File: config.mk
export PLATFORM = sky130hd
export DESIGN_NAME = lambda_term_tokenizer_core
export DESIGN_NICKNAME = d
export VERILOG_FILES = /design/src/rtl/ltt_pkg.sv /design/src/rtl/ltt_ctrl.sv /design/src/rtl/ltt_dpath.sv /design/src/rtl/lambda_term_tokenizer_core.sv
export SDC_FILE = /design/constraint.sdc
export NUM_CORES = 1
export LEC_CHECK = 0
export BUFFER_PORTS_ARGS = -buffer_cell sky130_fd_sc_hd__buf_2
export CELL_PAD_IN_SITES_DETAIL_PLACEMENT = 1
export CELL_PAD_IN_SITES_GLOBAL_PLACEMENT = 1
export CORE_UTILIZATION = 40
export DETAILED_ROUTE_END_ITERATION = 6
export PLACE_DENSITY_LB_ADDON = 0.1
export SKIP_LAST_GASP = 1
export SLEW_MARGIN = 30
export SYNTH_ARGS = -nofsm -noshare
export SYNTH_HDL_FRONTEND = slang
export SYNTH_HIERARCHICAL = 1
export SYNTH_SLANG_ARGS = --single-unit
export TNS_END_PERCENT = 50
File: constraint.sdc
create_clock -name clk_i -period 6.82 [get_ports clk_i]
set_input_delay 2.046 -clock clk_i [delete_from_list [all_inputs] [get_ports clk_i]]
set_output_delay 2.046 -clock clk_i [all_outputs]
set_load 0.01 [all_outputs]
File: src/rtl/ltt_pkg.sv
// ----------------------------------------------------------------------------
// ltt_pkg: shared types and helpers for the lambda term tokenizer
// Holds the channel payload structs, the controller/datapath command and
// status bundles, the state and class enums and character helpers.
// ----------------------------------------------------------------------------
package ltt_pkg;

  // Name buffer geometry.
  localparam int unsigned MaxName  = 32;
  localparam int unsigned NameIdxW = (MaxName > 1) ? $clog2(MaxName) : 1;
  localparam int unsigned NameLenW = $clog2(MaxName + 1);

  localparam int unsigned AccW = 31;
  localparam logic [AccW-1:0] AccMax = {AccW{1'b1}};

  // Token kinds as seen on the output channel.
  localparam logic [2:0] TK_NAME   = 3'd0;
  localparam logic [2:0] TK_NUMBER = 3'd1;
  localparam logic [2:0] TK_DOT    = 3'd2;
  localparam logic [2:0] TK_LAMBDA = 3'd3;
  localparam logic [2:0] TK_OPEN   = 3'd4;
  localparam logic [2:0] TK_CLOSE  = 3'd5;
  localparam logic [2:0] TK_END    = 3'd6;

  // Input commands.
  localparam logic CMD_CHAR = 1'b0;
  localparam logic CMD_END  = 1'b1;

  // Character codes of interest.
  localparam logic [7:0] CH_DOT    = 8'h2E;
  localparam logic [7:0] CH_BSLASH = 8'h5C;
  localparam logic [7:0] CH_OPEN   = 8'h28;
  localparam logic [7:0] CH_CLOSE  = 8'h29;
  localparam logic [7:0] CH_ZERO   = 8'h30;
  localparam logic [7:0] CH_NINE   = 8'h39;
  localparam logic [7:0] CH_SPACE  = 8'h20;
  localparam logic [7:0] CH_TAB    = 8'h09;
  localparam logic [7:0] CH_CR     = 8'h0D;

  typedef struct packed {
    logic       command;
    logic [7:0] char_code;
  } in_item_t;

  typedef struct packed {
    logic [2:0]      token_kind;
    logic [AccW-1:0] number_value;
    logic [7:0]      name_char;
    logic [4:0]      char_index;
    logic            token_end;
    logic            overflow;
    logic            last;
  } out_item_t;

  typedef enum logic [1:0] {
    MODE_IDLE,
    MODE_NAME,
    MODE_NUM
  } mode_e;

  typedef enum logic [2:0] {
    CLS_END,
    CLS_PUNCT,
    CLS_SPACE,
    CLS_DIGIT,
    CLS_NAME
  } cls_e;

  typedef enum logic [1:0] {
    ST_IDLE,
    ST_NAME,
    ST_NUM,
    ST_TAIL
  } state_e;

  // Commands from the controller to the datapath.
  typedef struct packed {
    logic absorb;      // take the input request into the word state now
    logic latch;       // hold the input request until its results are out
    logic emit_name;   // send the current name character
    logic emit_num;    // send the number token
    logic emit_tail;   // send the punctuation or end token
    logic clear_word;  // word finished: back to idle
    logic tail_apply;  // apply the held non-token character to the word state
  } ltt_cmd_t;

  // Status from the datapath to the controller.
  typedef struct packed {
    mode_e mode;
    logic  in_results;  // the input request causes results
    logic  pend_token;  // the held request gives a token of its own
    logic  name_last;   // the character on hand is the last of the name
    logic  out_free;    // output register can take a result this cycle
  } ltt_stat_t;

  // Character class of one request.
  function automatic cls_e classify(input logic cmd, input logic [7:0] c);
    cls_e r;
    if (cmd == CMD_END) begin
      r = CLS_END;
    end else if (c == CH_DOT || c == CH_BSLASH || c == CH_OPEN || c == CH_CLOSE) begin
      r = CLS_PUNCT;
    end else if (c == CH_SPACE || (c >= CH_TAB && c <= CH_CR)) begin
      r = CLS_SPACE;
    end else if (c >= CH_ZERO && c <= CH_NINE) begin
      r = CLS_DIGIT;
    end else begin
      r = CLS_NAME;
    end
    return r;
  endfunction

  // Token kind of a punctuation or end request.
  function automatic logic [2:0] tail_kind(input logic cmd, input logic [7:0] c);
    logic [2:0] k;
    if (cmd == CMD_END) begin
      k = TK_END;
    end else if (c == CH_DOT) begin
      k = TK_DOT;
    end else if (c == CH_BSLASH) begin
      k = TK_LAMBDA;
    end else if (c == CH_OPEN) begin
      k = TK_OPEN;
    end else begin
      k = TK_CLOSE;
    end
    return k;
  endfunction

endpackage

File: src/rtl/ltt_ctrl.sv
// ----------------------------------------------------------------------------
// ltt_ctrl: tokenizer sequencer
// Decides per request whether it is absorbed at once or needs a flush
// sequence, and steps the datapath through name, number and tail results.
// ----------------------------------------------------------------------------
module ltt_ctrl (
  input  logic               clk_i,
  input  logic               rst_ni,
  input  logic               in_valid_i,
  output logic               in_stall_o,
  input  ltt_pkg::ltt_stat_t stat_i,
  output ltt_pkg::ltt_cmd_t  cmd_o
);
  import ltt_pkg::*;

  state_e state_q, state_d;

  // State register.
  always_ff @(posedge clk_i or negedge rst_ni) begin
    if (!rst_ni) begin
      state_q <= ST_IDLE;
    end else begin
      state_q <= state_d;
    end
  end

  // Next state and commands.
  always_comb begin
    state_d    = state_q;
    cmd_o      = '0;
    in_stall_o = 1'b1;
    unique case (state_q)
      ST_IDLE: begin
        in_stall_o = 1'b0;
        if (in_valid_i) begin
          if (stat_i.in_results) begin
            cmd_o.latch = 1'b1;
            unique case (stat_i.mode)
              MODE_NAME: state_d = ST_NAME;
              MODE_NUM:  state_d = ST_NUM;
              default:   state_d = ST_TAIL;
            endcase
          end else begin
            cmd_o.absorb = 1'b1;
          end
        end
      end
      ST_NAME: begin
        if (stat_i.out_free) begin
          cmd_o.emit_name = 1'b1;
          if (stat_i.name_last) begin
            cmd_o.clear_word = 1'b1;
            state_d          = ST_TAIL;
          end
        end
      end
      ST_NUM: begin
        if (stat_i.out_free) begin
          cmd_o.emit_num   = 1'b1;
          cmd_o.clear_word = 1'b1;
          state_d          = ST_TAIL;
        end
      end
      ST_TAIL: begin
        if (stat_i.pend_token) begin
          if (stat_i.out_free) begin
            cmd_o.emit_tail = 1'b1;
            state_d         = ST_IDLE;
          end
        end else begin
          cmd_o.tail_apply = 1'b1;
          state_d          = ST_IDLE;
        end
      end
    endcase
  end

endmodule

File: src/rtl/ltt_dpath.sv
// ----------------------------------------------------------------------------
// ltt_dpath: tokenizer datapath
// Word state, name buffer memory, decimal accumulator, the held request
// and the output register.
// ----------------------------------------------------------------------------
module ltt_dpath (
  input  logic               clk_i,
  input  logic               rst_ni,
  input  ltt_pkg::in_item_t  in_data_i,
  output logic               out_valid_o,
  input  logic               out_stall_i,
  output ltt_pkg::out_item_t out_data_o,
  input  ltt_pkg::ltt_cmd_t  cmd_i,
  output ltt_pkg::ltt_stat_t stat_o
);
  import ltt_pkg::*;

  mode_e               mode_q, mode_d;
  logic [NameLenW-1:0] len_q, len_d;
  logic [AccW-1:0]     acc_q, acc_d;
  logic                ovf_q, ovf_d;
  in_item_t            pend_q;
  logic [NameIdxW-1:0] rd_idx_q, rd_idx_d;
  logic [7:0]          rdata_q;
  logic [7:0]          name_mem [MaxName];
  logic                out_valid_q, out_valid_d;
  out_item_t           out_q, out_d;

  cls_e                in_cls, pend_cls, ap_cls;
  logic [7:0]          ap_char;
  logic                apply;
  logic                name_wr;
  logic [3:0]          digit;
  logic [AccW+3:0]     acc_next;
  logic                acc_sat;
  logic                out_free;
  logic                emit_any;
  logic                name_last;

  assign in_cls   = classify(in_data_i.command, in_data_i.char_code);
  assign pend_cls = classify(pend_q.command, pend_q.char_code);
  assign out_free = !out_valid_q || !out_stall_i;

  // The input causes results if it is a token itself or it ends a live word.
  always_comb begin
    stat_o.mode       = mode_q;
    stat_o.out_free   = out_free;
    stat_o.pend_token = (pend_cls == CLS_END) || (pend_cls == CLS_PUNCT);
    stat_o.name_last  = name_last;
    stat_o.in_results = 1'b0;
    unique case (in_cls)
      CLS_END, CLS_PUNCT: stat_o.in_results = 1'b1;
      CLS_SPACE:          stat_o.in_results = (mode_q != MODE_IDLE);
      CLS_DIGIT:          stat_o.in_results = (mode_q == MODE_NAME);
      CLS_NAME:           stat_o.in_results = (mode_q == MODE_NUM);
      default:            stat_o.in_results = 1'b0;
    endcase
  end

  assign name_last = (NameLenW'(rd_idx_q) + NameLenW'(1)) == len_q;

  // Character that goes into the word: the live input or the held one.
  assign apply   = cmd_i.absorb || cmd_i.tail_apply;
  assign ap_cls  = cmd_i.absorb ? in_cls : pend_cls;
  assign ap_char = cmd_i.absorb ? in_data_i.char_code : pend_q.char_code;

  // Accumulator step: acc * 10 + digit, saturated at the 31-bit maximum.
  assign digit    = 4'(ap_char - CH_ZERO);
  assign acc_next = {1'b0, acc_q, 3'b000} + {3'b000, acc_q, 1'b0} + (AccW + 4)'(digit);
  assign acc_sat  = |acc_next[AccW+3:AccW];

  assign name_wr = apply && (ap_cls == CLS_NAME) && (len_q < NameLenW'(MaxName));

  // Word state update.
  always_comb begin
    mode_d = mode_q;
    len_d  = len_q;
    acc_d  = acc_q;
    ovf_d  = ovf_q;
    if (cmd_i.clear_word) begin
      mode_d = MODE_IDLE;
      len_d  = '0;
      acc_d  = '0;
      ovf_d  = 1'b0;
    end else if (apply) begin
      unique case (ap_cls)
        CLS_DIGIT: begin
          mode_d = MODE_NUM;
          if (acc_sat) begin
            acc_d = AccMax;
            ovf_d = 1'b1;
          end else begin
            acc_d = acc_next[AccW-1:0];
          end
        end
        CLS_NAME: begin
          mode_d = MODE_NAME;
          if (len_q < NameLenW'(MaxName)) begin
            len_d = len_q + NameLenW'(1);
          end else begin
            ovf_d = 1'b1;
          end
        end
        default: begin
        end
      endcase
    end
  end

  always_ff @(posedge clk_i or negedge rst_ni) begin
    if (!rst_ni) begin
      mode_q <= MODE_IDLE;
      len_q  <= '0;
      acc_q  <= '0;
      ovf_q  <= 1'b0;
    end else begin
      mode_q <= mode_d;
      len_q  <= len_d;
      acc_q  <= acc_d;
      ovf_q  <= ovf_d;
    end
  end

  // Held request.
  always_ff @(posedge clk_i) begin
    if (cmd_i.latch) begin
      pend_q <= in_data_i;
    end
  end

  // Read pointer: the data for rd_idx_q sits in rdata_q, the next one is
  // fetched as soon as the current character is sent.
  always_comb begin
    rd_idx_d = rd_idx_q;
    if (cmd_i.latch) begin
      rd_idx_d = '0;
    end else if (cmd_i.emit_name) begin
      rd_idx_d = rd_idx_q + NameIdxW'(1);
    end
  end

  // Name buffer memory, one write port and one registered read port.
  always_ff @(posedge clk_i) begin
    if (name_wr) begin
      name_mem[len_q[NameIdxW-1:0]] <= ap_char;
    end
    rdata_q  <= name_mem[rd_idx_d];
    rd_idx_q <= rd_idx_d;
  end

  // Output register contents.
  assign emit_any = cmd_i.emit_name || cmd_i.emit_num || cmd_i.emit_tail;

  always_comb begin
    out_d       = '0;
    out_valid_d = out_valid_q;
    if (out_free) begin
      out_valid_d = emit_any;
    end
    if (cmd_i.emit_name) begin
      out_d.token_kind = TK_NAME;
      out_d.name_char  = rdata_q;
      out_d.char_index = 5'(rd_idx_q);
      out_d.token_end  = name_last;
      out_d.overflow   = ovf_q;
      out_d.last       = name_last && !stat_o.pend_token;
    end else if (cmd_i.emit_num) begin
      out_d.token_kind   = TK_NUMBER;
      out_d.number_value = acc_q;
      out_d.token_end    = 1'b1;
      out_d.overflow     = ovf_q;
      out_d.last         = !stat_o.pend_token;
    end else begin
      out_d.token_kind = tail_kind(pend_q.command, pend_q.char_code);
      out_d.token_end  = 1'b1;
      out_d.last       = 1'b1;
    end
  end

  always_ff @(posedge clk_i or negedge rst_ni) begin
    if (!rst_ni) begin
      out_valid_q <= 1'b0;
    end else begin
      out_valid_q <= out_valid_d;
    end
  end

  always_ff @(posedge clk_i) begin
    if (out_free && emit_any) begin
      out_q <= out_d;
    end
  end

  assign out_valid_o = out_valid_q;
  assign out_data_o  = out_q;

endmodule

File: src/rtl/lambda_term_tokenizer_core.sv
// ----------------------------------------------------------------------------
// lambda_term_tokenizer_core: character stream to lambda term tokens
// Splits a byte stream into names, decimal numbers, punctuation and an end
// token. A name leaves as one result per stored character.
// ----------------------------------------------------------------------------
//
//   Channel | Direction | Handshake              | Payload
//   --------+-----------+------------------------+---------------------------
//   in      | request   | in_valid_i / in_stall_o   | ltt_pkg::in_item_t
//   out     | result    | out_valid_o / out_stall_i | ltt_pkg::out_item_t
//
// A request that only extends a word, or whitespace while idle, is absorbed
// at once. A request that ends a word or is a token holds the input off:
// it is captured, then the name is sent one result per character or the
// number as one result, and a closing step follows.
// The sequence is set by the single read port of the name buffer.
// Reset is asynchronous and active low; the name buffer needs no clearing.
// An output stall holds the result register and pauses the sequence.
module lambda_term_tokenizer_core (
  input  logic               clk_i,
  input  logic               rst_ni,
  input  logic               in_valid_i,
  output logic               in_stall_o,
  input  ltt_pkg::in_item_t  in_data_i,
  output logic               out_valid_o,
  input  logic               out_stall_i,
  output ltt_pkg::out_item_t out_data_o
);
  import ltt_pkg::*;

  ltt_cmd_t  cmd;
  ltt_stat_t stat;

  // Sequencer.
  ltt_ctrl u_ctrl (
    .clk_i      (clk_i),
    .rst_ni     (rst_ni),
    .in_valid_i (in_valid_i),
    .in_stall_o (in_stall_o),
    .stat_i     (stat),
    .cmd_o      (cmd)
  );

  // Word state, name buffer and output register.
  ltt_dpath u_dpath (
    .clk_i       (clk_i),
    .rst_ni      (rst_ni),
    .in_data_i   (in_data_i),
    .out_valid_o (out_valid_o),
    .out_stall_i (out_stall_i),
    .out_data_o  (out_data_o),
    .cmd_i       (cmd),
    .stat_o      (stat)
  );

endmodule

==> flow_summary_export.csv <==
group,metric,value,unit
run_status,status,"finished, final reports clean",
global_route,grt_use_met2,38.5,%
power_and_ir_drop,p_comb_share,45.7,%
power_and_ir_drop,p_seq_share,32.1,%
placement,gp_congestion,0.814,
timing,hold-worst-slack,0.503,ns
placement,pre_cts_slack,-0.264,ns
setup_path,cp.arrival,6.93,ns
timing,setup_viol_count_final,0,
job,maxCapViolCount,0,
timing,rsz0062_at_grt,"no",
power_and_ir_drop,clkPwrFrac,22.2,%
global_route,grt_util_met1,30.7,%
clock_tree,clockBufferDepth,3,
logic_synthesis,avgSynthCellArea,12.0,sq um
clock_tree,postCtsHoldBufs,0,
setup_path,rr_endpoint,"u_dpath/acc_q[23]$_DFFE_PN0P_",
setup_path,r2r_slack,1.95,ns
setup_path,ff2ff_path_depth,16,
timing,finalHoldViolations,0,
layout,layout.cells.non_filler,2236,
clock_tree,clock_sinks,371,
logic_synthesis,postSynthNetCount,1584,
power_and_ir_drop,pwr_density_cell,472,nW/um^2
drt,vias,12301,
layout,syn2layout_area_growth,15.7,%
die,core_area,44200,sq um
clock_tree,cts_root_buf,"clkbuf_16",
power_and_ir_drop,netSwitchingPower,4.13,mW
drt,wire_per_inst,22.8,microns
layout,layout-drive-gt1-share,18.2,%
global_route,use_met3,3.24,%
global_route,antenna_found_initial,0,
setup_path,path_buf_inv,4,
setup_path,crit_type,"primary input to flop",
logic_synthesis,synthDistinctLibCells,97,
power_and_ir_drop,p_leak,7.99,nW
placement,placed_cells,2158,
timing,period_needed,6.51,ns
clock_tree,clk_latency,0.58,ns
logic_synthesis,synth.ff_latch_count,371,
global_route,grt_pass1_vias,12924,
drt,drt-total-wl,50.9,mm
placement,io_buffers,64,
setup_path,cp_slowest_cell,"fa_1",
timing,maxSlewViolCount,0,
global_route,track_usage,22.9,%
global_route,grt_first_pass_wirelength,78.3,mm
placement,dpl.hpwl,33.8,mm
logic_synthesis,synth_ff_type,"edfxtp_1",
die,row_count,77,
clock_tree,cts_tree,"done",
timing,relSlewSlack,41.0,%
timing,fmax,0.154,GHz
hold_path,hold-path-endpoint,"u_dpath/out_data_o[13]$_SDFFCE_PN0P_",
timing,period_share,95.5,%
logic_synthesis,synth_cells,1498,
clock_tree,clkTransAtPathRegs,0.06,ns
clock_tree,cts_htree_levels,2,
setup_path,cp-start-kind,"primary input",
drt,drtIter0Drc,843,
hold_path,hold_class,"flop to flop",
logic_synthesis,syn_area,17900,sq um
power_and_ir_drop,switching_share,42.3,%
logic_synthesis,yosysWarnings,6,
timing,worstMarginPinSlew,0.884,ns
die,die_w,214,microns
layout,utilization,46.8,%
setup_path,crit_chain,"buf_2, buf_4, inv_1, o32ai_1, a32o_2, mux2i_1, a31oi_1, or3_1, nor2_2, mux2_4, fa_1, ha_1, a211o_1, a211oi_4, o31ai_4, o2111ai_1, o2111a_1, a31oi_2, nor4_4, buf_4, a211oi_2",
layout,final_common_cell,"edfxtp_1",
layout,fillers,4658,
drt,route.detailed.drc,0,
die,dieArea,45600,sq um
setup_path,crit_required,7.24,ns
hold_path,hold_depth,1,
timing,timing.final.ws_setup,0.306,ns
power_and_ir_drop,report.power.total,9.77,mW
setup_path,path_depth,21,
global_route,grt_overflow,0,
setup_path,crit-reg2reg-launch,"u_dpath/mode_q[0]$_DFFE_PN0P_",
setup_path,path_max_fanout,10,
setup_path,crit_path_start,"in_data_i[4]",
timing,setup_tns,0,ns
setup_path,path_common_cell,"buf_4",
drt,ant_nets,0,
drt,routed_via_density,5.50,
layout,antenna_cells,0,
setup_path,critPathMaxStageDelay,0.50,ns
global_route,grt_max_degree,65,
setup_path,cp_top_family,"compound AO/OA/AOI/OAI gates",
die,io-pin-count,65,
placement,postPlaceCellArea,19400,sq um
layout,layout_common_cells,"315 x edfxtp_1, 291 x nand2_1, 94 x nor2_1",
die,start_util,40.5,%
logic_synthesis,synth-edff-count,315,
timing,skew,0.0199,ns
hold_path,hold_start,"u_dpath/rdata_q[5]$_DFF_P_",
logic_synthesis,ys_seq_area_share,60.3,%
power_and_ir_drop,ir_worst_vdd,0.000332,V
layout,fin_area,20700,sq um
drt,firstDrtPassIters,5,
clock_tree,numCtsBuffers,42,
layout,nNetsFinal,1696,
global_route,grt.busiest_layer,"met2",
logic_synthesis,async_reset_ff_share,11.6,%
die,die_h,214,microns
power_and_ir_drop,p_int,5.64,mW
setup_path,end_kind,"flop",
[area by class of cell]
| cell class | instances | area, sq um | area share, % |
|---|---|---|---|
| multi-input cells | 1022 | 6700 | 32.3 |
| inverters | 20 | 77.6 | 0.374 |
| flip-flops and latches | 371 | 10800 | 52.1 |
| well taps | 592 | 741 | 3.58 |
| clock inverters | 17 | 155 | 0.749 |
| clock buffers | 61 | 1160 | 5.61 |
| repair buffers | 153 | 1090 | 5.25 |
[layer usage]
metal | wire, microns | share of wire (%)
met4 | 1250 | 2.5
met5 | 0 | 0
met3 | 1940 | 3.8
met1 | 22900 | 45
met2 | 24800 | 49
[cell usage after synthesis, types with 6 or more instances]
master    number  area [sq um]
nand4_1        8          50.1
nand3b_1       6          45.0
buf_1         12          45.0
o21bai_1       8          60.1
dfxtp_1       13           260
o21a_1         9          67.6
nor2_1        96           360
nor3_1         8          40.0
a21oi_1       39           195
dfrtp_1       43          1080
mux2_2         7          78.8
xnor2_1       20           175
buf_6          6          67.6
and3_1        39           244
a211oi_2      31           388
buf_2         16          80.1
clkbuf_1      47           176
inv_1         20          75.1
a311oi_1      41           359
edfxtp_1     315          9460
ha_1          71           888
a21o_1        22           165
xor2_1        18           158
mux2i_1        6          60.1
and2_1        47           294
nand3_1       91           455
a31oi_1       17           106
o211ai_1       6          45.0
a311o_1       16           160
o21ai_0       18          90.1
nand2_1      291          1090
or3_1          7          43.8
[power by group through the flow]
stage | clock network, mW | registers (mW) | logic (mW)
floorplan | 0 | 3.17 | 2.85
global placement | 0 | 3.19 | 4.40
detailed placement | 0 | 3.20 | 4.50
CTS | 2.22 | 3.16 | 4.53
global route | 2.30 | 3.19 | 4.90
finish | 2.16 | 3.14 | 4.47
[worst max-delay path by stage]
| stage | endpoint | slack [ns] |
|---|---|---|
| after floorplan | u_dpath/acc_q[19]$_DFFE_PN0P_ | 0.01 |
| after global placement | u_dpath/acc_q[0]$_DFFE_PN0P_ | -0.13 |
| after detailed placement | u_dpath/acc_q[4]$_DFFE_PN0P_ | -0.26 |
| after CTS | u_dpath/acc_q[4]$_DFFE_PN0P_ | 0.32 |
| after global routing | u_dpath/acc_q[23]$_DFFE_PN0P_ | 0.008 |
| final | u_dpath/acc_q[23]$_DFFE_PN0P_ | 0.31 |
[state kept, by name, summed over array words and instances (netlist names)]
name / flops
u_ctrl/state_q: 2
u_dpath/out_data_o: 50
u_dpath/name_mem: 256
u_dpath/rd_idx_q: 5
u_dpath/mode_q: 2
u_dpath/acc_q: 31
u_dpath/rdata_q: 8
u_dpath/out_valid_o: 1
u_dpath/pend_q: 9
u_dpath/len_q: 6
u_dpath/ovf_q: 1
[cells by family after synthesis]
kind of cell / after synthesis / share of synthesized area [%]
buffers and inverters: 105 / 2.70
multiplexers: 13 / 0.775
AO/OA/AOI/OAI: 261 / 12.3
flip-flops: 371 / 60.3
adder cells (fa/ha/maj): 73 / 5.18
AND/OR/NAND/NOR: 637 / 16.9
XOR/XNOR: 38 / 1.86
[what timing repair did]
action	CTS	global route
resized for setup	0	1
setup buffers	0	0
setup endpoints to repair	0	1
(Power assumes the default switching activity.)
